## config.mk

```make
export PLATFORM = sky130hd
export DESIGN_NAME = dma_channel_sequencer_core
export DESIGN_NICKNAME = d
export VERILOG_FILES = /design/src/sv/dcs_pkg.sv /design/src/sv/dma_channel_sequencer_core.sv
export SDC_FILE = /design/constraint.sdc
export NUM_CORES = 2
export LEC_CHECK = 0
export BUFFER_PORTS_ARGS = -buffer_cell sky130_fd_sc_hd__buf_2
export CAP_MARGIN = 40
export CORE_MARGIN = 8
export CORE_UTILIZATION = 60
export CTS_CLUSTER_SIZE = 16
export DETAILED_ROUTE_END_ITERATION = 12
export PLACE_DENSITY = 0.81
export SYNTH_ARGS = -nofsm -noshare
export SYNTH_HDL_FRONTEND = slang
export SYNTH_SLANG_ARGS = --single-unit
```

## constraint.sdc

```tcl
create_clock -name i_clk -period 16.52 [get_ports i_clk]
set_clock_uncertainty 0.15 [all_clocks]
set_input_delay 0.826 -clock i_clk [delete_from_list [all_inputs] [get_ports i_clk]]
set_output_delay 0.826 -clock i_clk [all_outputs]
set_load 0.005 [all_outputs]
```

## src/sv/dcs_pkg.sv

```systemverilog
package dcs_pkg;

    localparam int NUM_CHANNELS = 7;
    localparam int CH_W = 3;

    localparam logic [1:0] CMD_WRITE = 2'd0;
    localparam logic [1:0] CMD_READ  = 2'd1;
    localparam logic [1:0] CMD_STEP  = 2'd2;

    localparam logic [1:0] OP_NONE  = 2'd0;
    localparam logic [1:0] OP_WRITE = 2'd1;
    localparam logic [1:0] OP_READ  = 2'd2;
    localparam logic [1:0] OP_HEAD  = 2'd3;

    localparam logic [2:0] PH_IDLE  = 3'd0;
    localparam logic [2:0] PH_BLOCK = 3'd1;
    localparam logic [2:0] PH_LHEAD = 3'd2;
    localparam logic [2:0] PH_LLATCH = 3'd3;
    localparam logic [2:0] PH_LBODY = 3'd4;

    localparam logic [2:0] CH_GLOBAL = 3'd7;
    localparam logic [2:0] CH_GPU    = 3'd2;
    localparam logic [2:0] CH_OTC    = 3'd6;

    localparam logic [1:0] SEL_BASE  = 2'd0;
    localparam logic [1:0] SEL_BLOCK = 2'd1;
    localparam logic [1:0] SEL_CTRL  = 2'd2;

    localparam logic [1:0] SEL_PRIMARY = 2'd0;
    localparam logic [1:0] SEL_IRQ     = 2'd1;

    localparam logic [31:0] ADDR_MASK   = 32'h001ffffc;
    localparam logic [31:0] OTC_END     = 32'h00ffffff;
    localparam logic [31:0] OTC_MASK    = 32'h001fffff;
    localparam logic [31:0] PRIMARY_RST = 32'h07654321;

    typedef struct packed {
        logic [1:0]  op_kind;
        logic [20:0] mem_addr;
        logic [31:0] mem_wdata;
        logic [31:0] read_data;
        logic        busy_res;
        logic        done_now;
        logic        fault;
        logic        irq_out;
    } t_result;

endpackage

```

## src/sv/dma_channel_sequencer_core.sv

```systemverilog
// Results go to the result register, or the skid register while the output stalls.
// One command per cycle while o_stall is low; all work happens in one registered
// pass. A two-entry output (result register plus skid register) lets input continue
// while a result waits. Synchronous active-low reset clears the controller state and
// both output valid flags, and the primary control register resets to 0x07654321.
module dma_channel_sequencer_core (
    input  logic        i_clk,
    input  logic        i_rst_n,
    input  logic        i_valid,
    output logic        o_stall,
    input  logic [1:0]  i_command,
    input  logic [2:0]  i_channel,
    input  logic [1:0]  i_reg_select,
    input  logic [31:0] i_write_data,
    input  logic [31:0] i_mem_word,
    input  logic [31:0] i_gpu_word,
    output logic        o_valid,
    input  logic        i_stall,
    output logic [1:0]  o_op_kind,
    output logic [20:0] o_mem_addr,
    output logic [31:0] o_mem_wdata,
    output logic [31:0] o_read_data,
    output logic        o_busy_res,
    output logic        o_done_now,
    output logic        o_fault,
    output logic        o_irq_out
);

    localparam int NCH = dcs_pkg::NUM_CHANNELS;
    localparam int CW = dcs_pkg::CH_W;

    logic [31:0] r_base [NCH];
    logic [31:0] r_block [NCH];
    logic [5:0]  r_ctrl [NCH];
    logic [6:0]  r_irq_en;
    logic [6:0]  r_irq_flags;
    logic [1:0]  r_irq_fm;
    logic [31:0] r_primary;
    logic [CW-1:0] r_active;
    logic [2:0]  r_phase;
    logic [31:0] r_cur;
    logic [31:0] r_left;
    logic [31:0] r_header;

    logic [31:0] n_base [NCH];
    logic [31:0] n_block [NCH];
    logic [5:0]  n_ctrl [NCH];
    logic [6:0]  n_irq_en;
    logic [6:0]  n_irq_flags;
    logic [1:0]  n_irq_fm;
    logic [31:0] n_primary;
    logic [CW-1:0] n_active;
    logic [2:0]  n_phase;
    logic [31:0] n_cur;
    logic [31:0] n_left;
    logic [31:0] n_header;

    dcs_pkg::t_result n_res;
    dcs_pkg::t_result r_out;
    dcs_pkg::t_result r_skid;
    logic r_out_v;
    logic r_skid_v;
    logic accept;

    assign o_stall = r_skid_v;
    assign accept = i_valid && !r_skid_v;

    always_comb begin
        logic [CW-1:0] ch;
        logic [CW-1:0] ac;
        logic          busy;
        logic [31:0]   a;
        logic [31:0]   stp;
        logic [31:0]   sz;
        logic [1:0]    syn;
        logic          to_ram;
        logic          do_complete;
        logic [CW-1:0] cc;
        logic [31:0]   rdata;
        logic [1:0]    op;
        logic [31:0]   addr;
        logic [31:0]   wdata;
        logic          done;
        logic          flt;
        n_base = r_base;
        n_block = r_block;
        n_ctrl = r_ctrl;
        n_irq_en = r_irq_en;
        n_irq_flags = r_irq_flags;
        n_irq_fm = r_irq_fm;
        n_primary = r_primary;
        n_active = r_active;
        n_phase = r_phase;
        n_cur = r_cur;
        n_left = r_left;
        n_header = r_header;
        ch = i_channel;
        ac = r_active;
        busy = r_phase != dcs_pkg::PH_IDLE;
        a = '0;
        stp = '0;
        sz = '0;
        syn = '0;
        to_ram = 1'b0;
        do_complete = 1'b0;
        cc = r_active;
        rdata = '0;
        op = dcs_pkg::OP_NONE;
        addr = '0;
        wdata = '0;
        done = 1'b0;
        flt = 1'b0;

        if (i_command == dcs_pkg::CMD_WRITE) begin
            if (ch == dcs_pkg::CH_GLOBAL) begin
                if (i_reg_select == dcs_pkg::SEL_PRIMARY) begin
                    n_primary = i_write_data;
                end else if (i_reg_select == dcs_pkg::SEL_IRQ) begin
                    n_irq_fm = {i_write_data[23], i_write_data[15]};
                    n_irq_en = i_write_data[22:16];
                    n_irq_flags = r_irq_flags & ~i_write_data[30:24];
                end
            end else if (32'(ch) < 32'(NCH)) begin
                if (i_reg_select == dcs_pkg::SEL_BASE) begin
                    n_base[ch] = i_write_data;
                end else if (i_reg_select == dcs_pkg::SEL_BLOCK) begin
                    n_block[ch] = i_write_data;
                end else if (i_reg_select == dcs_pkg::SEL_CTRL && !(busy && r_active == ch)) begin
                    n_ctrl[ch] = {i_write_data[28], i_write_data[24], i_write_data[10:9],
                                  i_write_data[1:0]};
                    syn = n_ctrl[ch][3:2];
                    if (!busy && n_ctrl[ch][4] && (syn != 2'd0 || n_ctrl[ch][5])) begin
                        to_ram = !n_ctrl[ch][0];
                        n_active = ch;
                        if (syn == 2'd2) begin
                            if (ch != dcs_pkg::CH_GPU || to_ram) begin
                                flt = 1'b1;
                                n_ctrl[ch] = {2'b00, n_ctrl[ch][3:0]};
                            end else begin
                                n_cur = r_base[ch];
                                n_phase = dcs_pkg::PH_LHEAD;
                            end
                        end else begin
                            if (syn == 2'd0) begin
                                sz = {16'd0, r_block[ch][15:0]};
                            end else if (syn == 2'd1) begin
                                sz = r_block[ch][15:0] * r_block[ch][31:16];
                            end
                            n_cur = r_base[ch];
                            if (sz == 32'd0) begin
                                do_complete = 1'b1;
                                cc = ch;
                                done = 1'b1;
                            end else if (!(ch == dcs_pkg::CH_GPU
                                           || (to_ram && ch == dcs_pkg::CH_OTC))) begin
                                flt = 1'b1;
                                n_ctrl[ch] = {2'b00, n_ctrl[ch][3:0]};
                            end else begin
                                n_left = sz;
                                n_phase = dcs_pkg::PH_BLOCK;
                            end
                        end
                    end
                end
            end
        end else if (i_command == dcs_pkg::CMD_READ) begin
            if (ch == dcs_pkg::CH_GLOBAL) begin
                if (i_reg_select == dcs_pkg::SEL_PRIMARY) begin
                    rdata = r_primary;
                end else if (i_reg_select == dcs_pkg::SEL_IRQ) begin
                    rdata = {(r_irq_fm[0] || (r_irq_fm[1] && (r_irq_en & r_irq_flags) != '0)),
                             r_irq_flags, r_irq_fm[1], r_irq_en, r_irq_fm[0], 15'd0};
                end
            end else if (32'(ch) < 32'(NCH)) begin
                if (i_reg_select == dcs_pkg::SEL_BASE) begin
                    rdata = r_base[ch];
                end else if (i_reg_select == dcs_pkg::SEL_BLOCK) begin
                    rdata = r_block[ch];
                end else if (i_reg_select == dcs_pkg::SEL_CTRL) begin
                    rdata = {3'd0, r_ctrl[ch][5], 3'd0, r_ctrl[ch][4], 13'd0, r_ctrl[ch][3:2],
                             7'd0, r_ctrl[ch][1:0]};
                end
            end
        end else if (i_command == dcs_pkg::CMD_STEP && busy) begin
            stp = r_ctrl[ac][1] ? 32'hfffffffc : 32'd4;
            if (r_phase == dcs_pkg::PH_BLOCK) begin
                a = r_cur & dcs_pkg::ADDR_MASK;
                addr = a;
                if (!r_ctrl[ac][0]) begin
                    op = dcs_pkg::OP_WRITE;
                    if (ac == dcs_pkg::CH_OTC) begin
                        wdata = (r_left == 32'd1) ? dcs_pkg::OTC_END
                                                  : ((a - 32'd4) & dcs_pkg::OTC_MASK);
                    end else begin
                        wdata = i_gpu_word;
                    end
                end else begin
                    op = dcs_pkg::OP_READ;
                end
                n_cur = a + stp;
                n_left = r_left - 32'd1;
                if (n_left == 32'd0) begin
                    do_complete = 1'b1;
                    done = 1'b1;
                end
            end else if (r_phase == dcs_pkg::PH_LHEAD) begin
                n_cur = r_cur & dcs_pkg::ADDR_MASK;
                op = dcs_pkg::OP_HEAD;
                addr = n_cur;
                n_phase = dcs_pkg::PH_LLATCH;
            end else begin
                if (r_phase == dcs_pkg::PH_LLATCH) begin
                    n_header = i_mem_word;
                    n_left = {24'd0, i_mem_word[31:24]};
                    n_phase = dcs_pkg::PH_LBODY;
                end
                if (n_left != 32'd0) begin
                    n_cur = (r_cur + 32'd4) & dcs_pkg::ADDR_MASK;
                    op = dcs_pkg::OP_READ;
                    addr = n_cur;
                    n_left = n_left - 32'd1;
                end else if (n_header[23]) begin
                    do_complete = 1'b1;
                    done = 1'b1;
                end else begin
                    n_cur = n_header & dcs_pkg::ADDR_MASK;
                    op = dcs_pkg::OP_HEAD;
                    addr = n_cur;
                    n_phase = dcs_pkg::PH_LLATCH;
                end
            end
        end

        if (do_complete) begin
            stp = n_ctrl[cc][1] ? 32'hfffffffc : 32'd4;
            if (n_ctrl[cc][3:2] == 2'd1) begin
                n_base[cc] = n_cur - stp;
            end
            n_ctrl[cc] = {2'b00, n_ctrl[cc][3:0]};
            if (n_irq_en[cc]) begin
                n_irq_flags[cc] = 1'b1;
            end
            n_phase = dcs_pkg::PH_IDLE;
        end

        n_res.op_kind = op;
        n_res.mem_addr = addr[20:0];
        n_res.mem_wdata = wdata;
        n_res.read_data = rdata;
        n_res.busy_res = n_phase != dcs_pkg::PH_IDLE;
        n_res.done_now = done;
        n_res.fault = flt;
        n_res.irq_out = n_irq_fm[0] || (n_irq_fm[1] && (n_irq_en & n_irq_flags) != '0);
    end

    always_ff @(posedge i_clk) begin
        if (!i_rst_n) begin
            for (int k = 0; k < NCH; k++) begin
                r_base[k] <= '0;
                r_block[k] <= '0;
                r_ctrl[k] <= '0;
            end
            r_irq_en <= '0;
            r_irq_flags <= '0;
            r_irq_fm <= '0;
            r_primary <= dcs_pkg::PRIMARY_RST;
            r_active <= '0;
            r_phase <= dcs_pkg::PH_IDLE;
            r_cur <= '0;
            r_left <= '0;
            r_header <= '0;
        end else if (accept) begin
            r_base <= n_base;
            r_block <= n_block;
            r_ctrl <= n_ctrl;
            r_irq_en <= n_irq_en;
            r_irq_flags <= n_irq_flags;
            r_irq_fm <= n_irq_fm;
            r_primary <= n_primary;
            r_active <= n_active;
            r_phase <= n_phase;
            r_cur <= n_cur;
            r_left <= n_left;
            r_header <= n_header;
        end
    end

    always_ff @(posedge i_clk) begin
        if (!i_rst_n) begin
            r_out_v <= 1'b0;
            r_skid_v <= 1'b0;
        end else if (!r_out_v || !i_stall) begin
            r_out_v <= r_skid_v || accept;
            r_skid_v <= 1'b0;
        end else if (accept) begin
            r_skid_v <= 1'b1;
        end
    end

    always_ff @(posedge i_clk) begin
        if (!r_out_v || !i_stall) begin
            r_out <= r_skid_v ? r_skid : n_res;
        end else if (accept) begin
            r_skid <= n_res;
        end
    end

    assign o_valid = r_out_v;
    assign o_op_kind = r_out.op_kind;
    assign o_mem_addr = r_out.mem_addr;
    assign o_mem_wdata = r_out.mem_wdata;
    assign o_read_data = r_out.read_data;
    assign o_busy_res = r_out.busy_res;
    assign o_done_now = r_out.done_now;
    assign o_fault = r_out.fault;
    assign o_irq_out = r_out.irq_out;

endmodule

```

# After elaboration in Yosys (flattened, before gate mapping)
# Cells that the tools add are included.
# word_totals
regBits,812
input_bits,107
out_inout_bits,93
word_cells,361
# op_classes
addsub,6
n_mul,1
magnitude_cmp,8
eq_ne,28
mux,209
bitwise_logic,17
reduce_logical,44
# ops
cell,count
two-way mux 32 bit,68
two-way mux 224 bit,6
bitwise mux 224 bit,3
two-way mux 42 bit,12
binary-select mux 32 bit (select 3 bit),2
demux 32 bit (select 3 bit),2
two-way mux 24 bit,7
two-way mux 21 bit,7
bitwise mux 42 bit,3
two-way mux 91 bit,1
two-way mux 3 bit,28
binary-select mux 6 bit (select 3 bit),4
two-way mux 7 bit,10
zero test 32 bit,2
subtractor 32 x 1 -> 32 bit (second input constant),2
demux 6 bit (select 3 bit),2
two-way mux 6 bit,6
adder 21 x 32 -> 32 bit,1
== test 32 x 1 -> 1 bit (second input constant),1
multiplier 16 x 16 -> 32 bit,1
nonzero test 32 bit,1
subtractor 32 bit,1
two-way mux 1 bit,29
two-way mux 29 bit,1
other kinds (39),113

# Depth between registers and ports, before layout
# logic_depth
ltp_word,42
mapped_depth,56
depth_no_buf,43

# Worst setup path before layout
# OpenSTA, ideal clock, no wires.
# synth_timing
path_type,input port to flip-flop
startpoint,in i_channel[1]
endpoint,reg r_base[30] in the netlist's numbering
setup_time_ns,0.136
arrival_ns,13.912
required_time_ns,16.234
setup_slack_ns,2.322
path_stages,55
path_buffers,15
cell_sequence,buf_2 buf_6 buf_4 buf_2 buf_2 buf_1 clkbuf_1 clkbuf_1 clkbuf_1 mux2i_1 nor2_1 a21oi_1 o22ai_1 a21oi_1 clkbuf_1 nor2_1 fa_1 inv_1 [... 19 more ...] nand2_1 inv_1 buf_2 buf_2 buf_2 ha_1 a21o_1 a21o_1 a31oi_1 nand4_1 nor2_1 nor3_1 o221ai_1 nand3b_1 a211oi_1 o41ai_2 xnor2_1 o31ai_1
# synth_via
elab_chain_cells,39
word_cells_on_any_way,109
cone_classes,add/sub: 1; mul: 1; order compare: 5; eq/ne: 8; mux: 77; bitwise: 2; reduce/logical: 15
# synth_lines
element,line,rtl
from (decl),dma_channel_sequencer_core.sv:12,"input logic [2:0] i_channel,"
"parallel branches: the longest is 38 deep, another holds multiplier 16 x 16 -> 32 bit",--,
two-way mux 224 bit (*),dma_channel_sequencer_core.sv:234,if (do_complete) begin
to (signal assigned),dma_channel_sequencer_core.sv:273,r_base <= n_base;
to (decl),dma_channel_sequencer_core.sv:32,logic [31:0] r_base [NCH];
# Mark *: on every way between the ends. The select of a mux whose other input is x is not followed.
# A chain may end at the register's enable or synchronous reset.

# Final worst setup path
# layout_timing
startpoint,in i_channel[2]
endpoint,reg r_base[94] in the netlist's numbering
# The elaborated chain is that of the path after synthesis.

==> results.md <==
- Power Density: 84.3 mW/mm²
- # resized after CTS: 0
- Slew @ Worst Pin: 1.11 ns
- Pleak: 22.1 nW
- I/O pin cnt: 200
- Initial antenna violation count: 16
- Status: finished, final reports clean
- CTS tree: built
- Most frequent cells in the layout: nand2_1, nor2_1, a21oi_1
- GRT Overall Usage: 0.418
- Max-Slew Margin vs Limit: 0.263
- Area grow syn2layout: 9.90%
- Final HPWL DP: 147000 µm
- Final ANT Viol Nets: 0
- Syn Inst Count: 6608
- Crit path time final: 13.93 ns
- Largest net degree at the start of global routing: 128
- Clock-pin slew on the worst setup and hold paths: 0.06 ns
- I/O Buffers: 193
- Crit-path most repeated cell: fa_1
- Htree depth: 3
- Cell area after placement: 0.0556 mm²
- First-pass GRT wire length: 319000 µm
- GRT overflow: 0
- Hold-fix buffer count after cts: 0
- Clk root buf: clkbuf_16
- Sw Share: 0.305
- Critical path's slowest cell: a22o_1
- RSZ-0062 raised after global routing: false
- Routed length per placed instance: 27.5 µm
- Maximum net fanout on the critical path: 39
- DR pass1 iterations: 8
- Die width: 314 µm
- Clk pwr share: 0.403
- Post-synth EDFFs: 178
- Syn. warnings: 0
- WP data arrival: 14.33 ns
- Post-Route WL: 215000 µm
- Fin. Hold Viols: 0
- Post-synthesis cell type count: 111
- Post-route DRC violation count: 0
- CP Class: in2reg
- CTS Buf Count: 85
- Gate power share: 0.176
- Slew Viols, Final: 0
- Fin Setup TNS: 0 ns
- Crit-path max cell delay: 0.74 ns
- Hold Crit Class: in2reg
- Seq/Total Area, Yosys: 0.337
- Commonest non-fill, non-tap cell in the layout: nand2_1
- CTS max path bufs: 3
- Worst setup SP type: input port
- Worst hold margin: 0.259 ns
- Final setup fails: 0
- Switch Pwr: 1.50 mW
- Max Fclk: 0.0718 GHz
- Fin cells: 7818
- Fin area: 0.0585 mm²
- DR vias: 54200
- Placer Congestion: 1.04
- Tcrit/Tclk final: 0.843
- Post CTS Setup Buffer Count: 0
- Nets: 7008
- Mapped Avg Cell Area: 8.06 µm²
- Synth Flop Type: dfxtp_1
- Clock sink count: 808
- Worst endpoint required time: 16.91 ns
- Die ar.: 0.0985 mm²
- Initial Utilization: 0.603
- Later-pin clock latency in the skew report: 0.69 ns
- Core area: 0.0882 mm²
- FP Rows: 109
- Dpl cells: 7642
- Mapped Area: 0.0532 mm²
- Flops & latches, synth: 808
- Vias in the first global route: 51000
- Power Internal: 3.43 mW
- Die Ht: 314 µm
- Share of cells above drive strength 1: 0.120
- Peak supply drop: 0.105 mV
- Vias per cell: 6.94
- Initial DRC Count: 8565
- Max-Cap Viols: 0
- CP endpoint kind: flop
- Ys async rst share: 0
- Sequential Power Share: 0.421
power groups by stage:
stage / Sequential, mW / Clock (mW) / Combinational (mW)
4_1_cts: 2.07 / 1.98 / 0.829
2_1_floorplan: 2.10 / 0 / 0.524
3_3_place_gp: 2.11 / 0 / 0.789
5_1_grt: 2.08 / 2.06 / 0.908
3_5_place_dp: 2.12 / 0 / 0.823
6_report: 2.07 / 1.99 / 0.869
cell families after synthesis:
kind of cell / Yosys count / share of synthesized area
AND/OR/NAND/NOR: 2323 / 0.188
buffers and inverters: 818 / 0.0603
adder cells (fa/ha/maj): 332 / 0.106
XOR/XNOR: 106 / 0.0174
flip-flops: 808 / 0.337
multiplexers: 243 / 0.0509
AO/OA/AOI/OAI: 1977 / 0.241
other: 1 / 0.0000704
final timing paths:
check	from	endpoint	slack, ns	cells after the start
setup / recovery	i_channel[2]	r_base[94]	2.59	43
hold / removal	i_mem_word[9]	r_header[9]	0.26	3
setup reg to reg	r_block[98]	r_base[94]	3.60	41
hold reg to reg	r_block[136]	r_block[136]	0.30	2
final cells by class:
| cell class | count | area [µm²] |
|---|---|---|
| Multi-Input combinational cell | 4983 | 32300 |
| Fill cell | 7304 | 29700 |
| Sequential cell | 808 | 18000 |
| Timing Repair Buffer | 404 | 2830 |
| Clock buffer | 119 | 2400 |
| Tap cell | 1165 | 1460 |
| Inverter | 287 | 1080 |
| Clock inverter | 40 | 447 |
| Antenna cell | 12 | 30.0 |
worst max-delay path, delay by kind of cell:
family	cells	cell delay, ns
buffers and inverters	7	1.95
AOI/OAI and AO/OA	16	4.50
xor gates and xnor gates	2	0.69
adders and majority gates	8	3.72
and+or+nand+nor	10	2.56
state kept, by name, indices dropped and copies added (netlist names), 7 cells and up:
register / count
r_block: 224
r_ctrl: 42
r_left: 32
o_read_data: 32
r_header: 20
r_base: 224
r_irq_en: 7
r_primary: 32
r_irq_flags: 7
o_mem_addr: 19
o_mem_wdata: 32
r_skid: 89
r_cur: 32
metal layers:
layer  track usage  part of all wire  vias up
met3         0.138              0.15      998
met5             0           0.00049        -
met4         0.261             0.075       10
met1         0.538              0.36    25500
li1              -                 -    23400
met2         0.604              0.41     4344
stage by stage:
step	setup WS, ns	power, mW	utilization
6_report	2.59	4.93	0.663
3_3_place_gp	2.22	2.90	0.622
2_1_floorplan	2.32	2.63	-
5_1_grt	2.14	5.05	0.663
4_1_cts	2.97	4.88	0.662
3_5_place_dp	2.30	2.94	0.630
synth_stat cells (47+ instances only):
master	n	area (µm²)
clkbuf_1	428	1610
edfxtp_1	178	5350
mux2i_1	111	1110
inv_1	284	1070
o22ai_1	47	294
nand3_1	115	576
a22oi_1	89	668
fa_1	195	3900
nand2_1	1107	4160
nor3_1	119	596
a21oi_1	653	3270
xnor2_1	76	666
o21ai_0	391	1960
nor2_1	668	2510
ha_1	137	1710
o221ai_1	79	692
a31oi_1	47	294
dfxtp_1	630	12600
buf_2	47	235
mux2_2	113	1270
a211oi_1	248	1860
Power figures use the tool's default switching activity.
